### src/rtl/rrfd_pkg.sv
// rrfd_pkg: types, constants and helper functions of the receive-ring deframer
// no dependencies; imported by every other file of the block
`timescale 1ns / 1ps
`default_nettype none

package rrfd_pkg;

   localparam int unsigned RING_BYTES = 32768;

   localparam int BYTE_W     = 8;
   localparam int PTR_W      = 16;
   localparam int LEN_W      = 11;
   localparam int CNT_W      = 11;
   localparam int TYPE_W     = 16;
   localparam int HDR_KEEP_W = 24;
   localparam int CSR_ADDR_W = 2;
   localparam int CSR_DATA_W = 16;

   localparam logic [LEN_W-1:0]  RST_MIN_FRAME_LEN = 11'd64;
   localparam logic [LEN_W-1:0]  RST_MAX_FRAME_LEN = 11'd1518;
   localparam logic [TYPE_W-1:0] RST_TYPE_A        = 16'h0800;
   localparam logic [TYPE_W-1:0] RST_TYPE_B        = 16'h0806;
   localparam logic [PTR_W-1:0]  ACK_OFFSET        = 16'd16;
   localparam logic [PTR_W-1:0]  ACK_MASK          = 16'hFFFC;
   localparam logic [LEN_W-1:0]  CRC_BYTES         = 11'd4;
   localparam logic [CNT_W-1:0]  TYPE_HI_IDX       = 11'd12;
   localparam logic [CNT_W-1:0]  TYPE_LO_IDX       = 11'd13;
   localparam logic [LEN_W-1:0]  SHORT_PAYLOAD     = 11'd14;

   typedef enum logic [1:0] {
      PH_HEADER  = 2'd0,
      PH_PAYLOAD = 2'd1,
      PH_SKIP    = 2'd2
   } phase_type;

   typedef enum logic [1:0] {
      KIND_PAYLOAD    = 2'd0,
      KIND_CONSUMED   = 2'd1,
      KIND_BAD_HEADER = 2'd2,
      KIND_BAD_TYPE   = 2'd3
   } kind_type;

   typedef enum logic [CSR_ADDR_W-1:0] {
      CSR_MIN_FRAME_LEN = 2'd0,
      CSR_MAX_FRAME_LEN = 2'd1,
      CSR_TYPE_A        = 2'd2,
      CSR_TYPE_B        = 2'd3
   } csr_addr_type;

   typedef struct packed {
      kind_type              kind;
      logic [BYTE_W-1:0]     payload_byte;
      logic                  last_payload;
      logic [PTR_W-1:0]      read_pointer;
      logic [PTR_W-1:0]      ack_value;
   } result_type;

   function automatic logic [PTR_W-1:0] ack_of(input logic [PTR_W-1:0] ptr);
      return (ptr - ACK_OFFSET) & ACK_MASK;
   endfunction

   // crc plus pad up to the next 4-byte boundary
   function automatic logic [CNT_W-1:0] skip_count(input logic [1:0] ptr_lo,
                                                   input logic [1:0] len_lo);
      logic [1:0] pad;
      pad = 2'd0 - (ptr_lo + len_lo);
      return CNT_W'(3'd4 + {1'b0, pad});
   endfunction

endpackage

`default_nettype wire

### src/rtl/rrfd_if.sv
// rrfd_if: request, response and register-write channels of the deframer
// depends on rrfd_pkg
`timescale 1ns / 1ps
`default_nettype none

interface rrfd_req_if;
   import rrfd_pkg::*;
   logic                valid;
   logic                ready;
   logic [BYTE_W-1:0]   ring_byte;
   logic [PTR_W-1:0]    write_pointer;
   modport source (output valid, output ring_byte, output write_pointer, input ready);
   modport sink   (input valid, input ring_byte, input write_pointer, output ready);
endinterface

interface rrfd_rsp_if;
   import rrfd_pkg::*;
   logic                valid;
   logic                ready;
   kind_type            kind;
   logic [BYTE_W-1:0]   payload_byte;
   logic                last_payload;
   logic [PTR_W-1:0]    read_pointer;
   logic [PTR_W-1:0]    ack_value;
   modport source (output valid, output kind, output payload_byte, output last_payload,
                   output read_pointer, output ack_value, input ready);
   modport sink   (input valid, input kind, input payload_byte, input last_payload,
                   input read_pointer, input ack_value, output ready);
endinterface

interface rrfd_csr_if;
   import rrfd_pkg::*;
   logic                  valid;
   logic                  ready;
   logic [CSR_ADDR_W-1:0] addr;
   logic [CSR_DATA_W-1:0] wdata;
   modport source (output valid, output addr, output wdata, input ready);
   modport sink   (input valid, input addr, input wdata, output ready);
endinterface

`default_nettype wire

### src/rtl/rrfd_parser.sv
// rrfd_parser: frame state, register file and the per-byte parse logic
// depends on rrfd_pkg and rrfd_if
`timescale 1ns / 1ps
`default_nettype none

module rrfd_parser #(
   parameter int unsigned RING_BYTES = rrfd_pkg::RING_BYTES
) (
   input  logic                         clock,
   input  logic                         reset,
   input  logic                         req_fire,
   input  logic [rrfd_pkg::BYTE_W-1:0]  ring_byte,
   input  logic [rrfd_pkg::PTR_W-1:0]   write_pointer,
   rrfd_csr_if.sink                     csr_chan,
   output logic                         res_valid,
   output rrfd_pkg::result_type         res
);
   import rrfd_pkg::*;

   localparam logic [17:0] RING_LIMIT = 18'(RING_BYTES);

   logic [LEN_W-1:0]      min_len_ff, max_len_ff;
   logic [TYPE_W-1:0]     type_a_ff, type_b_ff;

   phase_type             phase_ff, phase_in;
   logic [CNT_W-1:0]      bc_ff, bc_in;
   logic [HDR_KEEP_W-1:0] hw_ff, hw_in;
   logic [LEN_W-1:0]      fl_ff, fl_in;
   logic [PTR_W-1:0]      rp_ff, rp_in;
   logic [PTR_W-1:0]      np_ff, np_in;
   logic [BYTE_W-1:0]     thb_ff, thb_in;

   logic [LEN_W-1:0]      copy_len;
   logic [CNT_W:0]        idx_next;
   logic                  pay_last;
   logic                  zero_type_ok;
   logic                  type13_ok;
   logic [31:0]           hdr_word;
   logic [15:0]           hdr_status, hdr_len;
   logic                  hdr_bad;
   logic [17:0]           np_sum, np_wrap;
   kind_type              res_kind;
   logic [BYTE_W-1:0]     res_byte;
   logic                  res_last;
   logic [PTR_W-1:0]      res_ptr;

   // register writes
   assign csr_chan.ready = 1'b1;

   always_ff @(posedge clock) begin
      if (reset) begin
         min_len_ff <= RST_MIN_FRAME_LEN;
         max_len_ff <= RST_MAX_FRAME_LEN;
         type_a_ff  <= RST_TYPE_A;
         type_b_ff  <= RST_TYPE_B;
      end else if (csr_chan.valid) begin
         unique case (csr_addr_type'(csr_chan.addr))
            CSR_MIN_FRAME_LEN: min_len_ff <= csr_chan.wdata[LEN_W-1:0];
            CSR_MAX_FRAME_LEN: max_len_ff <= csr_chan.wdata[LEN_W-1:0];
            CSR_TYPE_A:        type_a_ff  <= csr_chan.wdata;
            CSR_TYPE_B:        type_b_ff  <= csr_chan.wdata;
            default:           ;
         endcase
      end
   end

   // payload helpers
   assign copy_len     = (fl_ff >= CRC_BYTES) ? fl_ff - CRC_BYTES : '0;
   assign idx_next     = {1'b0, bc_ff} + 1'b1;
   assign pay_last     = idx_next >= {1'b0, copy_len};
   assign zero_type_ok = (type_a_ff == '0) || (type_b_ff == '0);
   assign type13_ok    = ({thb_ff, ring_byte} == type_a_ff) ||
                         ({thb_ff, ring_byte} == type_b_ff);

   // header helpers: bytes arrive little-endian, the fourth one completes the word
   assign hdr_word   = {8'd0, hw_ff} | ({24'd0, ring_byte} << {bc_ff[1:0], 3'b000});
   assign hdr_status = hdr_word[15:0];
   assign hdr_len    = hdr_word[31:16];
   assign hdr_bad    = !hdr_status[0] || (hdr_len < {5'd0, min_len_ff}) ||
                       (hdr_len > {5'd0, max_len_ff}) || (hdr_len < 16'd4);
   assign np_sum     = ({2'b00, rp_ff} + {7'd0, hdr_len[LEN_W-1:0]} + 18'd7) & ~18'd3;
   assign np_wrap    = (np_sum >= RING_LIMIT) ? np_sum - RING_LIMIT : np_sum;

   always_comb begin
      phase_in  = phase_ff;
      bc_in     = bc_ff;
      hw_in     = hw_ff;
      fl_in     = fl_ff;
      rp_in     = rp_ff;
      np_in     = np_ff;
      thb_in    = thb_ff;
      res_valid = 1'b0;
      res_kind  = KIND_PAYLOAD;
      res_byte  = '0;
      res_last  = 1'b0;
      res_ptr   = rp_ff;
      case (phase_ff)
         PH_PAYLOAD: begin
            bc_in = idx_next[CNT_W-1:0];
            if (bc_ff == TYPE_HI_IDX) begin
               thb_in = ring_byte;
            end
            if (((bc_ff == TYPE_LO_IDX) && !type13_ok) ||
                (pay_last && (copy_len < SHORT_PAYLOAD) && !zero_type_ok)) begin
               rp_in     = write_pointer;
               phase_in  = PH_HEADER;
               bc_in     = '0;
               hw_in     = '0;
               res_valid = 1'b1;
               res_kind  = KIND_BAD_TYPE;
               res_ptr   = write_pointer;
            end else begin
               if (pay_last) begin
                  phase_in = PH_SKIP;
                  bc_in    = skip_count(rp_ff[1:0], fl_ff[1:0]);
               end
               res_valid = 1'b1;
               res_byte  = ring_byte;
               res_last  = pay_last;
            end
         end
         PH_SKIP: begin
            if (bc_ff <= 11'd1) begin
               rp_in     = np_ff;
               phase_in  = PH_HEADER;
               bc_in     = '0;
               res_valid = 1'b1;
               res_kind  = KIND_CONSUMED;
               res_ptr   = np_ff;
            end else begin
               bc_in = bc_ff - 1'b1;
            end
         end
         default: begin
            phase_in = PH_HEADER;
            if (bc_ff[1:0] != 2'd3) begin
               hw_in = hdr_word[HDR_KEEP_W-1:0];
               bc_in = CNT_W'(bc_ff[1:0]) + 1'b1;
            end else begin
               hw_in = '0;
               bc_in = '0;
               if (hdr_bad) begin
                  rp_in     = write_pointer;
                  res_valid = 1'b1;
                  res_kind  = KIND_BAD_HEADER;
                  res_ptr   = write_pointer;
               end else begin
                  fl_in  = hdr_len[LEN_W-1:0];
                  np_in  = np_wrap[PTR_W-1:0];
                  thb_in = '0;
                  if (hdr_len[LEN_W-1:0] == CRC_BYTES) begin
                     // empty payload: the ethertype check happens here
                     if (!zero_type_ok) begin
                        rp_in     = write_pointer;
                        res_valid = 1'b1;
                        res_kind  = KIND_BAD_TYPE;
                        res_ptr   = write_pointer;
                     end else begin
                        phase_in = PH_SKIP;
                        bc_in    = skip_count(rp_ff[1:0], hdr_len[1:0]);
                     end
                  end else begin
                     phase_in = PH_PAYLOAD;
                  end
               end
            end
         end
      endcase
   end

   assign res.kind         = res_kind;
   assign res.payload_byte = res_byte;
   assign res.last_payload = res_last;
   assign res.read_pointer = res_ptr;
   assign res.ack_value    = ack_of(res_ptr);

   always_ff @(posedge clock) begin
      if (reset) begin
         phase_ff <= PH_HEADER;
         bc_ff    <= '0;
         hw_ff    <= '0;
         fl_ff    <= '0;
         rp_ff    <= '0;
         np_ff    <= '0;
         thb_ff   <= '0;
      end else if (req_fire) begin
         phase_ff <= phase_in;
         bc_ff    <= bc_in;
         hw_ff    <= hw_in;
         fl_ff    <= fl_in;
         rp_ff    <= rp_in;
         np_ff    <= np_in;
         thb_ff   <= thb_in;
      end
   end

`ifndef SYNTHESIS
   a_skip_count_range: assert property (@(posedge clock) disable iff (reset)
      phase_ff == PH_SKIP |-> (bc_ff != '0) && (bc_ff <= 11'd7))
      else $error("skip count out of range");

   a_header_count_range: assert property (@(posedge clock) disable iff (reset)
      phase_ff == PH_HEADER |-> bc_ff <= 11'd3)
      else $error("header byte count out of range");

   a_payload_only_in_payload: assert property (@(posedge clock) disable iff (reset)
      (req_fire && res_valid && res_kind == KIND_PAYLOAD) |-> phase_ff == PH_PAYLOAD)
      else $error("payload result outside payload phase");

   a_consume_moves_pointer: assert property (@(posedge clock) disable iff (reset)
      (req_fire && phase_ff == PH_SKIP && bc_ff <= 11'd1) |=>
         (phase_ff == PH_HEADER) && (rp_ff == $past(np_ff)))
      else $error("frame end did not advance read pointer");
`endif

endmodule

`default_nettype wire

### src/rtl/rrfd_out_reg.sv
// rrfd_out_reg: response register between the parse logic and the response channel
// depends on rrfd_pkg and rrfd_if
`timescale 1ns / 1ps
`default_nettype none

module rrfd_out_reg (
   input  logic                  clock,
   input  logic                  reset,
   input  logic                  load,
   input  rrfd_pkg::result_type  data_in,
   output logic                  in_ready,
   rrfd_rsp_if.source            rsp_chan
);
   import rrfd_pkg::*;

   logic       valid_ff, valid_in;
   result_type data_ff;

   // free now, or emptied by the receiver in this cycle
   assign in_ready = !valid_ff || rsp_chan.ready;

   always_comb begin
      valid_in = valid_ff;
      if (load) begin
         valid_in = 1'b1;
      end else if (rsp_chan.ready) begin
         valid_in = 1'b0;
      end
   end

   always_ff @(posedge clock) begin
      if (reset) begin
         valid_ff <= 1'b0;
      end else begin
         valid_ff <= valid_in;
      end
   end

   always_ff @(posedge clock) begin
      if (load) begin
         data_ff <= data_in;
      end
   end

   assign rsp_chan.valid        = valid_ff;
   assign rsp_chan.kind         = data_ff.kind;
   assign rsp_chan.payload_byte = data_ff.payload_byte;
   assign rsp_chan.last_payload = data_ff.last_payload;
   assign rsp_chan.read_pointer = data_ff.read_pointer;
   assign rsp_chan.ack_value    = data_ff.ack_value;

endmodule

`default_nettype wire

### src/rtl/rx_ring_frame_deframer_core.sv
// Receive-ring frame deframer, top level.
// Channels: req_chan takes one ring byte per request together with the current
// hardware write pointer; rsp_chan returns payload bytes, frame-consumed and
// frame-dropped notices with the new read pointer and its acknowledge value;
// csr_chan writes the length limits and the two accepted ethertypes.
// Each request is parsed in the cycle it is taken and its response, if it has
// one, is shown on rsp_chan on the next cycle. Header, crc and pad bytes give
// no response unless they end or drop a frame. One request is taken per cycle
// while responses are taken, set by the single response register: a new request is
// taken when no response is held or the held one is taken in the same cycle.
// When the receiver stalls with a response held, req_chan.ready drops until
// that response is taken; responses are never lost or repeated.
// Reset (synchronous, active high) returns to the header phase with the read
// pointer at zero and the registers at their defaults; csr_chan is always
// ready. Registers should only be written while no frame is in progress.
// Depends on rrfd_pkg, rrfd_if, rrfd_parser and rrfd_out_reg.
`timescale 1ns / 1ps
`default_nettype none

module rx_ring_frame_deframer_core #(
   parameter int unsigned RING_BYTES = rrfd_pkg::RING_BYTES
) (
   input  logic       clock,
   input  logic       reset,
   rrfd_req_if.sink   req_chan,
   rrfd_rsp_if.source rsp_chan,
   rrfd_csr_if.sink   csr_chan
);
   import rrfd_pkg::*;

   logic       out_ready;
   logic       req_fire;
   logic       res_valid;
   result_type res;

   assign req_chan.ready = out_ready;
   assign req_fire       = req_chan.valid && out_ready;

   rrfd_parser #(
      .RING_BYTES (RING_BYTES)
   ) u_parser (
      .clock         (clock),
      .reset         (reset),
      .req_fire      (req_fire),
      .ring_byte     (req_chan.ring_byte),
      .write_pointer (req_chan.write_pointer),
      .csr_chan      (csr_chan),
      .res_valid     (res_valid),
      .res           (res)
   );

   rrfd_out_reg u_out_reg (
      .clock    (clock),
      .reset    (reset),
      .load     (req_fire && res_valid),
      .data_in  (res),
      .in_ready (out_ready),
      .rsp_chan (rsp_chan)
   );

endmodule

`default_nettype wire
### src/flat_wrapper.sv
// flat-port wrapper written by rule: the top's interface ports become plain ports
module rx_ring_frame_deframer_core_flat import rrfd_pkg::*;
#(
   parameter int unsigned RING_BYTES = rrfd_pkg::RING_BYTES
)
  (clock, reset, req_chan_valid, req_chan_ring_byte, req_chan_write_pointer, req_chan_ready, rsp_chan_valid, rsp_chan_kind, rsp_chan_payload_byte, rsp_chan_last_payload, rsp_chan_read_pointer, rsp_chan_ack_value, rsp_chan_ready, csr_chan_valid, csr_chan_addr, csr_chan_wdata, csr_chan_ready);
  rrfd_req_if req_chan_i ();
  rrfd_rsp_if rsp_chan_i ();
  rrfd_csr_if csr_chan_i ();
  input  logic clock;
  input  logic reset;
  input wire logic [$bits(req_chan_i.valid)-1:0] req_chan_valid;
  input wire logic [$bits(req_chan_i.ring_byte)-1:0] req_chan_ring_byte;
  input wire logic [$bits(req_chan_i.write_pointer)-1:0] req_chan_write_pointer;
  output wire logic [$bits(req_chan_i.ready)-1:0] req_chan_ready;
  output wire logic [$bits(rsp_chan_i.valid)-1:0] rsp_chan_valid;
  output wire logic [$bits(rsp_chan_i.kind)-1:0] rsp_chan_kind;
  output wire logic [$bits(rsp_chan_i.payload_byte)-1:0] rsp_chan_payload_byte;
  output wire logic [$bits(rsp_chan_i.last_payload)-1:0] rsp_chan_last_payload;
  output wire logic [$bits(rsp_chan_i.read_pointer)-1:0] rsp_chan_read_pointer;
  output wire logic [$bits(rsp_chan_i.ack_value)-1:0] rsp_chan_ack_value;
  input wire logic [$bits(rsp_chan_i.ready)-1:0] rsp_chan_ready;
  input wire logic [$bits(csr_chan_i.valid)-1:0] csr_chan_valid;
  input wire logic [$bits(csr_chan_i.addr)-1:0] csr_chan_addr;
  input wire logic [$bits(csr_chan_i.wdata)-1:0] csr_chan_wdata;
  output wire logic [$bits(csr_chan_i.ready)-1:0] csr_chan_ready;
  assign req_chan_i.valid = req_chan_valid;
  assign req_chan_i.ring_byte = req_chan_ring_byte;
  assign req_chan_i.write_pointer = req_chan_write_pointer;
  assign req_chan_ready = req_chan_i.ready;
  assign rsp_chan_valid = rsp_chan_i.valid;
  assign rsp_chan_kind = rsp_chan_i.kind;
  assign rsp_chan_payload_byte = rsp_chan_i.payload_byte;
  assign rsp_chan_last_payload = rsp_chan_i.last_payload;
  assign rsp_chan_read_pointer = rsp_chan_i.read_pointer;
  assign rsp_chan_ack_value = rsp_chan_i.ack_value;
  assign rsp_chan_i.ready = rsp_chan_ready;
  assign csr_chan_i.valid = csr_chan_valid;
  assign csr_chan_i.addr = csr_chan_addr;
  assign csr_chan_i.wdata = csr_chan_wdata;
  assign csr_chan_ready = csr_chan_i.ready;
  rx_ring_frame_deframer_core #(.RING_BYTES(RING_BYTES)) u_core (.clock(clock), .reset(reset), .req_chan(req_chan_i), .rsp_chan(rsp_chan_i), .csr_chan(csr_chan_i));
endmodule
### config.mk
export PLATFORM = sky130hd
export DESIGN_NAME = rx_ring_frame_deframer_core_flat
export DESIGN_NICKNAME = d
export VERILOG_FILES = /design/src/rtl/rrfd_pkg.sv /design/src/rtl/rrfd_if.sv /design/src/rtl/rrfd_parser.sv /design/src/rtl/rrfd_out_reg.sv /design/src/rtl/rx_ring_frame_deframer_core.sv /design/src/flat_wrapper.sv
export SDC_FILE = /design/constraint.sdc
export NUM_CORES = 1
export LEC_CHECK = 0
export ABC_AREA = 1
export BUFFER_PORTS_ARGS = -buffer_cell sky130_fd_sc_hd__buf_2
export CORE_MARGIN = 5
export CORE_UTILIZATION = 35
export CTS_CLUSTER_SIZE = 30
export DETAILED_ROUTE_END_ITERATION = 16
export PLACE_DENSITY_LB_ADDON = 0.05
export SLEW_MARGIN = 20
export SYNTH_ARGS = -nofsm -noshare
export SYNTH_HDL_FRONTEND = slang
export SYNTH_HIERARCHICAL = 1
export SYNTH_SLANG_ARGS = --single-unit
### constraint.sdc
create_clock -name clock -period 10.3 [get_ports clock]
set_clock_uncertainty 0.05 [all_clocks]
set_input_delay 0.515 -clock clock [delete_from_list [all_inputs] [get_ports clock]]
set_output_delay 0.515 -clock clock [all_outputs]
set_load 0.01 [all_outputs]
After elaboration in Yosys (flattened, before gate mapping)
Index checks and enable logic that the tools add are counted.
{"block": "classes", "add_sub_neg": 14, "order_cmp": 8, "eq_ne": 17, "n_shift": 1, "mux": 47, "bitwise": 6, "reduce_logical": 30}
{"op": "$mux 16", "n": 7}
{"op": "$mux 24", "n": 2}
{"op": "$pmux 24 s2", "n": 1}
{"op": "$mux 11", "n": 4}
{"op": "$eq 16x16->1", "n": 2}
{"op": "$logic_not 16->1", "n": 2}
{"op": "$or 24x32->32", "n": 1}
{"op": "$pmux 16 s2", "n": 1}
{"op": "$shl 8x5->32", "n": 1}
{"op": "$mux 2", "n": 12}
{"op": "$mux 8", "n": 3}
{"op": "$eq 11x4->1 const B", "n": 2}
{"op": "$pmux 11 s2", "n": 1}
{"op": "$add 17x3->18 const B", "n": 1}
{"op": "$ge 18x16->1 const B", "n": 1}
{"op": "$add 16x11->17", "n": 1}
{"op": "$gt 16x11->1", "n": 1}
{"op": "$lt 16x11->1", "n": 1}
{"op": "$lt 16x3->1 const B", "n": 1}
{"op": "$mux 4", "n": 4}
{"op": "$pmux 8 s2", "n": 1}
{"op": "$sub 16x16->16 const B", "n": 1}
{"op": "$sub 16x5->16 const B", "n": 1}
{"op": "$add 11x1->12 const B", "n": 1}
{"op": "other kinds (30)", "n": 70}
{"block": "totals", "reg_bits": 184, "in_bits": 47, "out_inout_bits": 46, "elab_cells": 140}

Logic depth before layout (Yosys ltp)
{"block": "depth", "depth_word": 11, "mapped_depth": 33}

Modules after synthesis
The synthesis kept the hierarchy.
{"mod": "rrfd_parser", "n_inst": 1, "cells_per_inst": 1346, "area_per_inst_um2": 9168.8}
{"mod": "rrfd_out_reg", "n_inst": 1, "cells_per_inst": 48, "area_per_inst_um2": 1333.8}
{"mod": "rx_ring_frame_deframer_core", "n_inst": 1, "cells_per_inst": 4, "area_per_inst_um2": 17.5}

Least setup slack after synthesis
OpenSTA, ideal clock, no wires.
{"block": "synth_timing", "path_kind": "register to register", "startpoint": "reg u_core.u_parser.bc_ff[1]", "endpoint": "reg u_core.u_out_reg.data_ff, in the netlist u_core/u_out_reg/rsp_chan.ack_value[14] (data pin)", "arrival_time_ns": 3.650, "required_time_ns": 9.994, "slack_ns": 6.344, "stages_incl_launch_ff": 27, "path_cell_list": "dfxtp_1 ha_1 buf_2 nand3_1 nor2_1 nand4_1 nor3_1 xor2_1 ha_1 a21oi_1 and2_0 nand2_1 nor2_1 nand3_4 nand4_1 nand2_2 nand3_1 nand3_1 nand2_1 nand2_1 inv_2 ha_1 nand3_1 nor2_2 nand2_1 o21ai_1 nand2_1"}
{"element": "start, declared", "line": "rrfd_parser.sv:26", "text": "logic [CNT_W-1:0] bc_ff, bc_in;"}
{"element": "start signal, assigned", "line": "rrfd_parser.sv:188", "text": "bc_ff <= bc_in;"}
{"element": "end signal, assigned", "line": "rrfd_out_reg.sv:41", "text": "data_ff <= data_in;"}
{"element": "end, declared", "line": "rrfd_out_reg.sv:17", "text": "result_type data_ff;"}

==> flow_summary.json <==
{
  "ys_seq_elements": 169,
  "post_cts_buffers": 0,
  "fin_ws_ns": 5.08,
  "nFillCells": 3181,
  "n_antenna_cell": 0,
  "clkSlewWorstSetupHoldPaths_ns": 0.07,
  "min_period_ns": 5.22,
  "end_kind": "flop",
  "holdWs_ns": 0.268,
  "p_per_area_nw_per_um2": 148,
  "grt_overflow": 0,
  "ctsResizeCount": 0,
  "critPathArrivalTime_ns": 5.36,
  "fin_tns_setup_ns": 0,
  "fin_crit_sh": 0.507,
  "cp-startpoint": "u_core/u_parser/bc_ff[1]$_SDFFE_PP0P_",
  "r2r-start": "u_core/u_parser/bc_ff[1]$_SDFFE_PP0P_",
  "drt-initial-drc-count": 494,
  "globalplace.congestion": 0.887,
  "drc": 0,
  "status": "complete, no violations",
  "clkLatencyLatePin_ns": 0.44,
  "regToRegSetupSlack_ns": 5.08,
  "grt_max_degree": 84,
  "crit_fanout": 18,
  "antenna_found_initial": 0,
  "fp.coreArea_um2": 29600,
  "p_int_mw": 1.18,
  "ant_nets": 0,
  "synth_area_um2": 10500,
  "switchingPower_mw": 0.567,
  "ios": 93,
  "yosysWarnings": 6,
  "yosysUniqueCellTypes": 61,
  "firstDrtPassIters": 5,
  "leakagePower_nw": 5.33,
  "power_frac_comb": 0.209,
  "finalHoldViolations": 0,
  "synth-async-reset-ratio": 0,
  "routed_via_density": 4.94,
  "yosysSeqAreaShare": 0.363,
  "pre_cts_ws_ns": 5.09,
  "cts_max_path_buffers": 2,
  "dieArea_um2": 33600,
  "nets": 1573,
  "htreeDepth": 4,
  "drt_wl_total_mm": 31.4,
  "grt_usage": 0.188,
  "synth_edf_count": 43,
  "slew_headroom": 0.403,
  "power_frac_seq": 0.414,
  "finalMaxSlewViolations": 0,
  "hp-class": "in2reg",
  "numCtsBuffers": 17,
  "tightest_slew_ns": 0.896,
  "ys.flop_type": "dfxtp_1",
  "hpwl_mm": 24.2,
  "drive_above_1_share": 0.153,
  "area_growth_pct": 12.6,
  "die-width_um": 183,
  "grt_pass1_vias": 8792,
  "finalSetupViolCount": 0,
  "cts_tree": "yes",
  "portBuffers": 91,
  "pwr-share-clk": 0.377,
  "start_util": 0.355,
  "cts-root-buf": "clkbuf_16",
  "fmax_mhz": 192,
  "ir_drop_mv": 0.0969,
  "grt_pass1_wl_mm": 49.8,
  "rsz0062_at_grt": "false",
  "fin_util": 0.400,
  "rows": 63,
  "cts_sinks": 169,
  "ctsHoldBuffers": 0,
  "synth_area_per_cell_um2": 7.53,
  "worstHoldStart": "csr_chan_wdata[14]",
  "synth_cells": 1398,
  "sw_frac_of_total": 0.324,
  "worst-setup-path-type": "reg2reg",
  "wl_per_cell_um": 16.8,
  "cp-start-kind": "flop",
  "vias": 9206,
  "cap_violations": 0,
  "die_y_um": 183,
  "critical_path_required_ns": 10.44
}
[placed cells by master, fill, tap and decap left out, types with 12 or more instances in the layout]
master / synthesis / routed
nor2_2: 13 / 12
o211ai_1: 16 / 16
nor2_1: 134 / 134
nand4_1: 30 / 30
ha_1: 64 / 64
inv_2: 11 / 12
inv_1: 179 / 178
nand3_1: 83 / 83
buf_2: 12 / 91
xnor2_1: 30 / 30
clkbuf_16: 0 / 17
edfxtp_1: 43 / 43
o21ai_0: 103 / 103
dfxtp_1: 126 / 126
xor2_1: 32 / 32
nand2_2: 23 / 23
nand2_1: 231 / 231
a21oi_1: 112 / 112
[cell families (layout without fill, tap and decap cells)]
kind of cell / Yosys count / after routing / share of synthesized area
other cells: 2 / 3 / 0.000714
flops: 169 / 169 / 0.363
fa+ha+maj: 65 / 65 / 0.0780
simple gates: 571 / 571 / 0.260
compound gates: 278 / 278 / 0.150
buf+inv: 251 / 326 / 0.0975
xor+xnor: 62 / 62 / 0.0516
[through the flow]
| stage | total power [mW] | area [um2] | instances |
|---|---|---|---|
| after detailed placement | 1.11 | 11300 | 1832 |
| after global routing | 1.85 | 11800 | 1864 |
| final | 1.75 | 11800 | 1864 |
| after floorplan | 1.01 | 10500 | 1399 |
| after global placement | 1.11 | 11300 | 1832 |
| after CTS | 1.77 | 11800 | 1864 |
[registers in the layout, indices dropped and copies added (netlist names)]
register / cells
u_core/u_parser/np_ff: 14
u_core/u_out_reg/rsp_chan.ack_value: 16
u_core/u_parser/rp_ff: 16
u_core/u_parser/min_len_ff: 11
u_core/u_parser/bc_ff: 11
u_core/u_parser/type_a_ff: 16
u_core/u_out_reg/rsp_chan.valid: 1
u_core/u_parser/fl_ff: 11
u_core/u_out_reg/rsp_chan.payload_byte: 8
u_core/u_parser/phase_ff: 2
u_core/u_parser/max_len_ff: 11
u_core/u_parser/hw_ff: 9
u_core/u_parser/type_b_ff: 16
u_core/u_out_reg/rsp_chan.last_payload: 1
u_core/u_parser/thb_ff: 8
u_core/u_out_reg/rsp_chan.read_pointer: 16
u_core/u_out_reg/rsp_chan.kind: 2
[final cells by class]
cell class	instances	area, um2	share of cell area
Clock buffer	19	453	0.0382
Clock inverter	13	133	0.0112
Inverter	195	741	0.0625
Multi-Input combinational cell	979	5700	0.481
Sequential cell	169	3810	0.322
Tap cell	390	488	0.0412
Timing Repair Buffer	99	515	0.0435
[critical path, stage by stage, from the launching register on]
cell and delay (ns):
dfxtp_1 0.55, ha_1 0.82, nand3_1 0.24, nor2_1 0.18, nand4_1 0.14, nor3_1 0.20
xor2_1 0.23, ha_1 0.30, a21oi_1 0.14, and2_0 0.13, nand2_1 0.05, nor2_1 0.17
nand3_4 0.13, nand4_1 0.24, nand2_2 0.19, nand3_1 0.13, nand3_1 0.07, nand2_1 0.08
nand2_1 0.11, inv_2 0.10, ha_1 0.21, nand3_1 0.10, nor2_2 0.16, nand2_1 0.07
o21ai_1 0.12, nand2_1 0.06
[per-layer routing]
metal	global-route usage	part of all wire	vias up
met1	0.252	0.47	4230
met3	0.0311	0.042	31
li1	-	-	4739
met2	0.317	0.47	206
met5	0	0	-
met4	0.0515	0.019	0
[cells in the mapped netlist (12+ instances only)]
cell	count	share of area
nand2_1	231	0.082
inv_1	179	0.064
nor2_1	134	0.048
dfxtp_1	126	0.24
a21oi_1	112	0.053
o21ai_0	103	0.049
nand3_1	83	0.039
ha_1	64	0.076
edfxtp_1	43	0.12
clkbuf_1	33	0.012
xor2_1	32	0.027
nand4_1	30	0.018
xnor2_1	30	0.025
nand2_2	23	0.014
o211ai_1	16	0.011
nor2_2	13	0.0077
buf_2	12	0.0057
[worst paths after layout]
kind	cells after the start	endpoint
max	25	u_core/u_out_reg/rsp_chan.ack_value[14]$_DFFE_PP_
min	3	u_core/u_parser/type_a_ff[14]$_SDFFE_PP0P_
max reg2reg	25	u_core/u_out_reg/rsp_chan.ack_value[14]$_DFFE_PP_
min reg2reg	2	u_core/u_parser/hw_ff[17]$_SDFFE_PP0P_
[power by group through the flow]
stage          clock, mW  sequential, mW  combinational, mW
2_1_floorplan          0           0.737              0.269
3_3_place_gp           0           0.740              0.365
3_5_place_dp           0           0.740              0.367
4_1_cts            0.680           0.725              0.369
5_1_grt            0.706           0.728              0.412
6_report           0.660           0.725              0.366
Power figures use the tool's default switching activity.
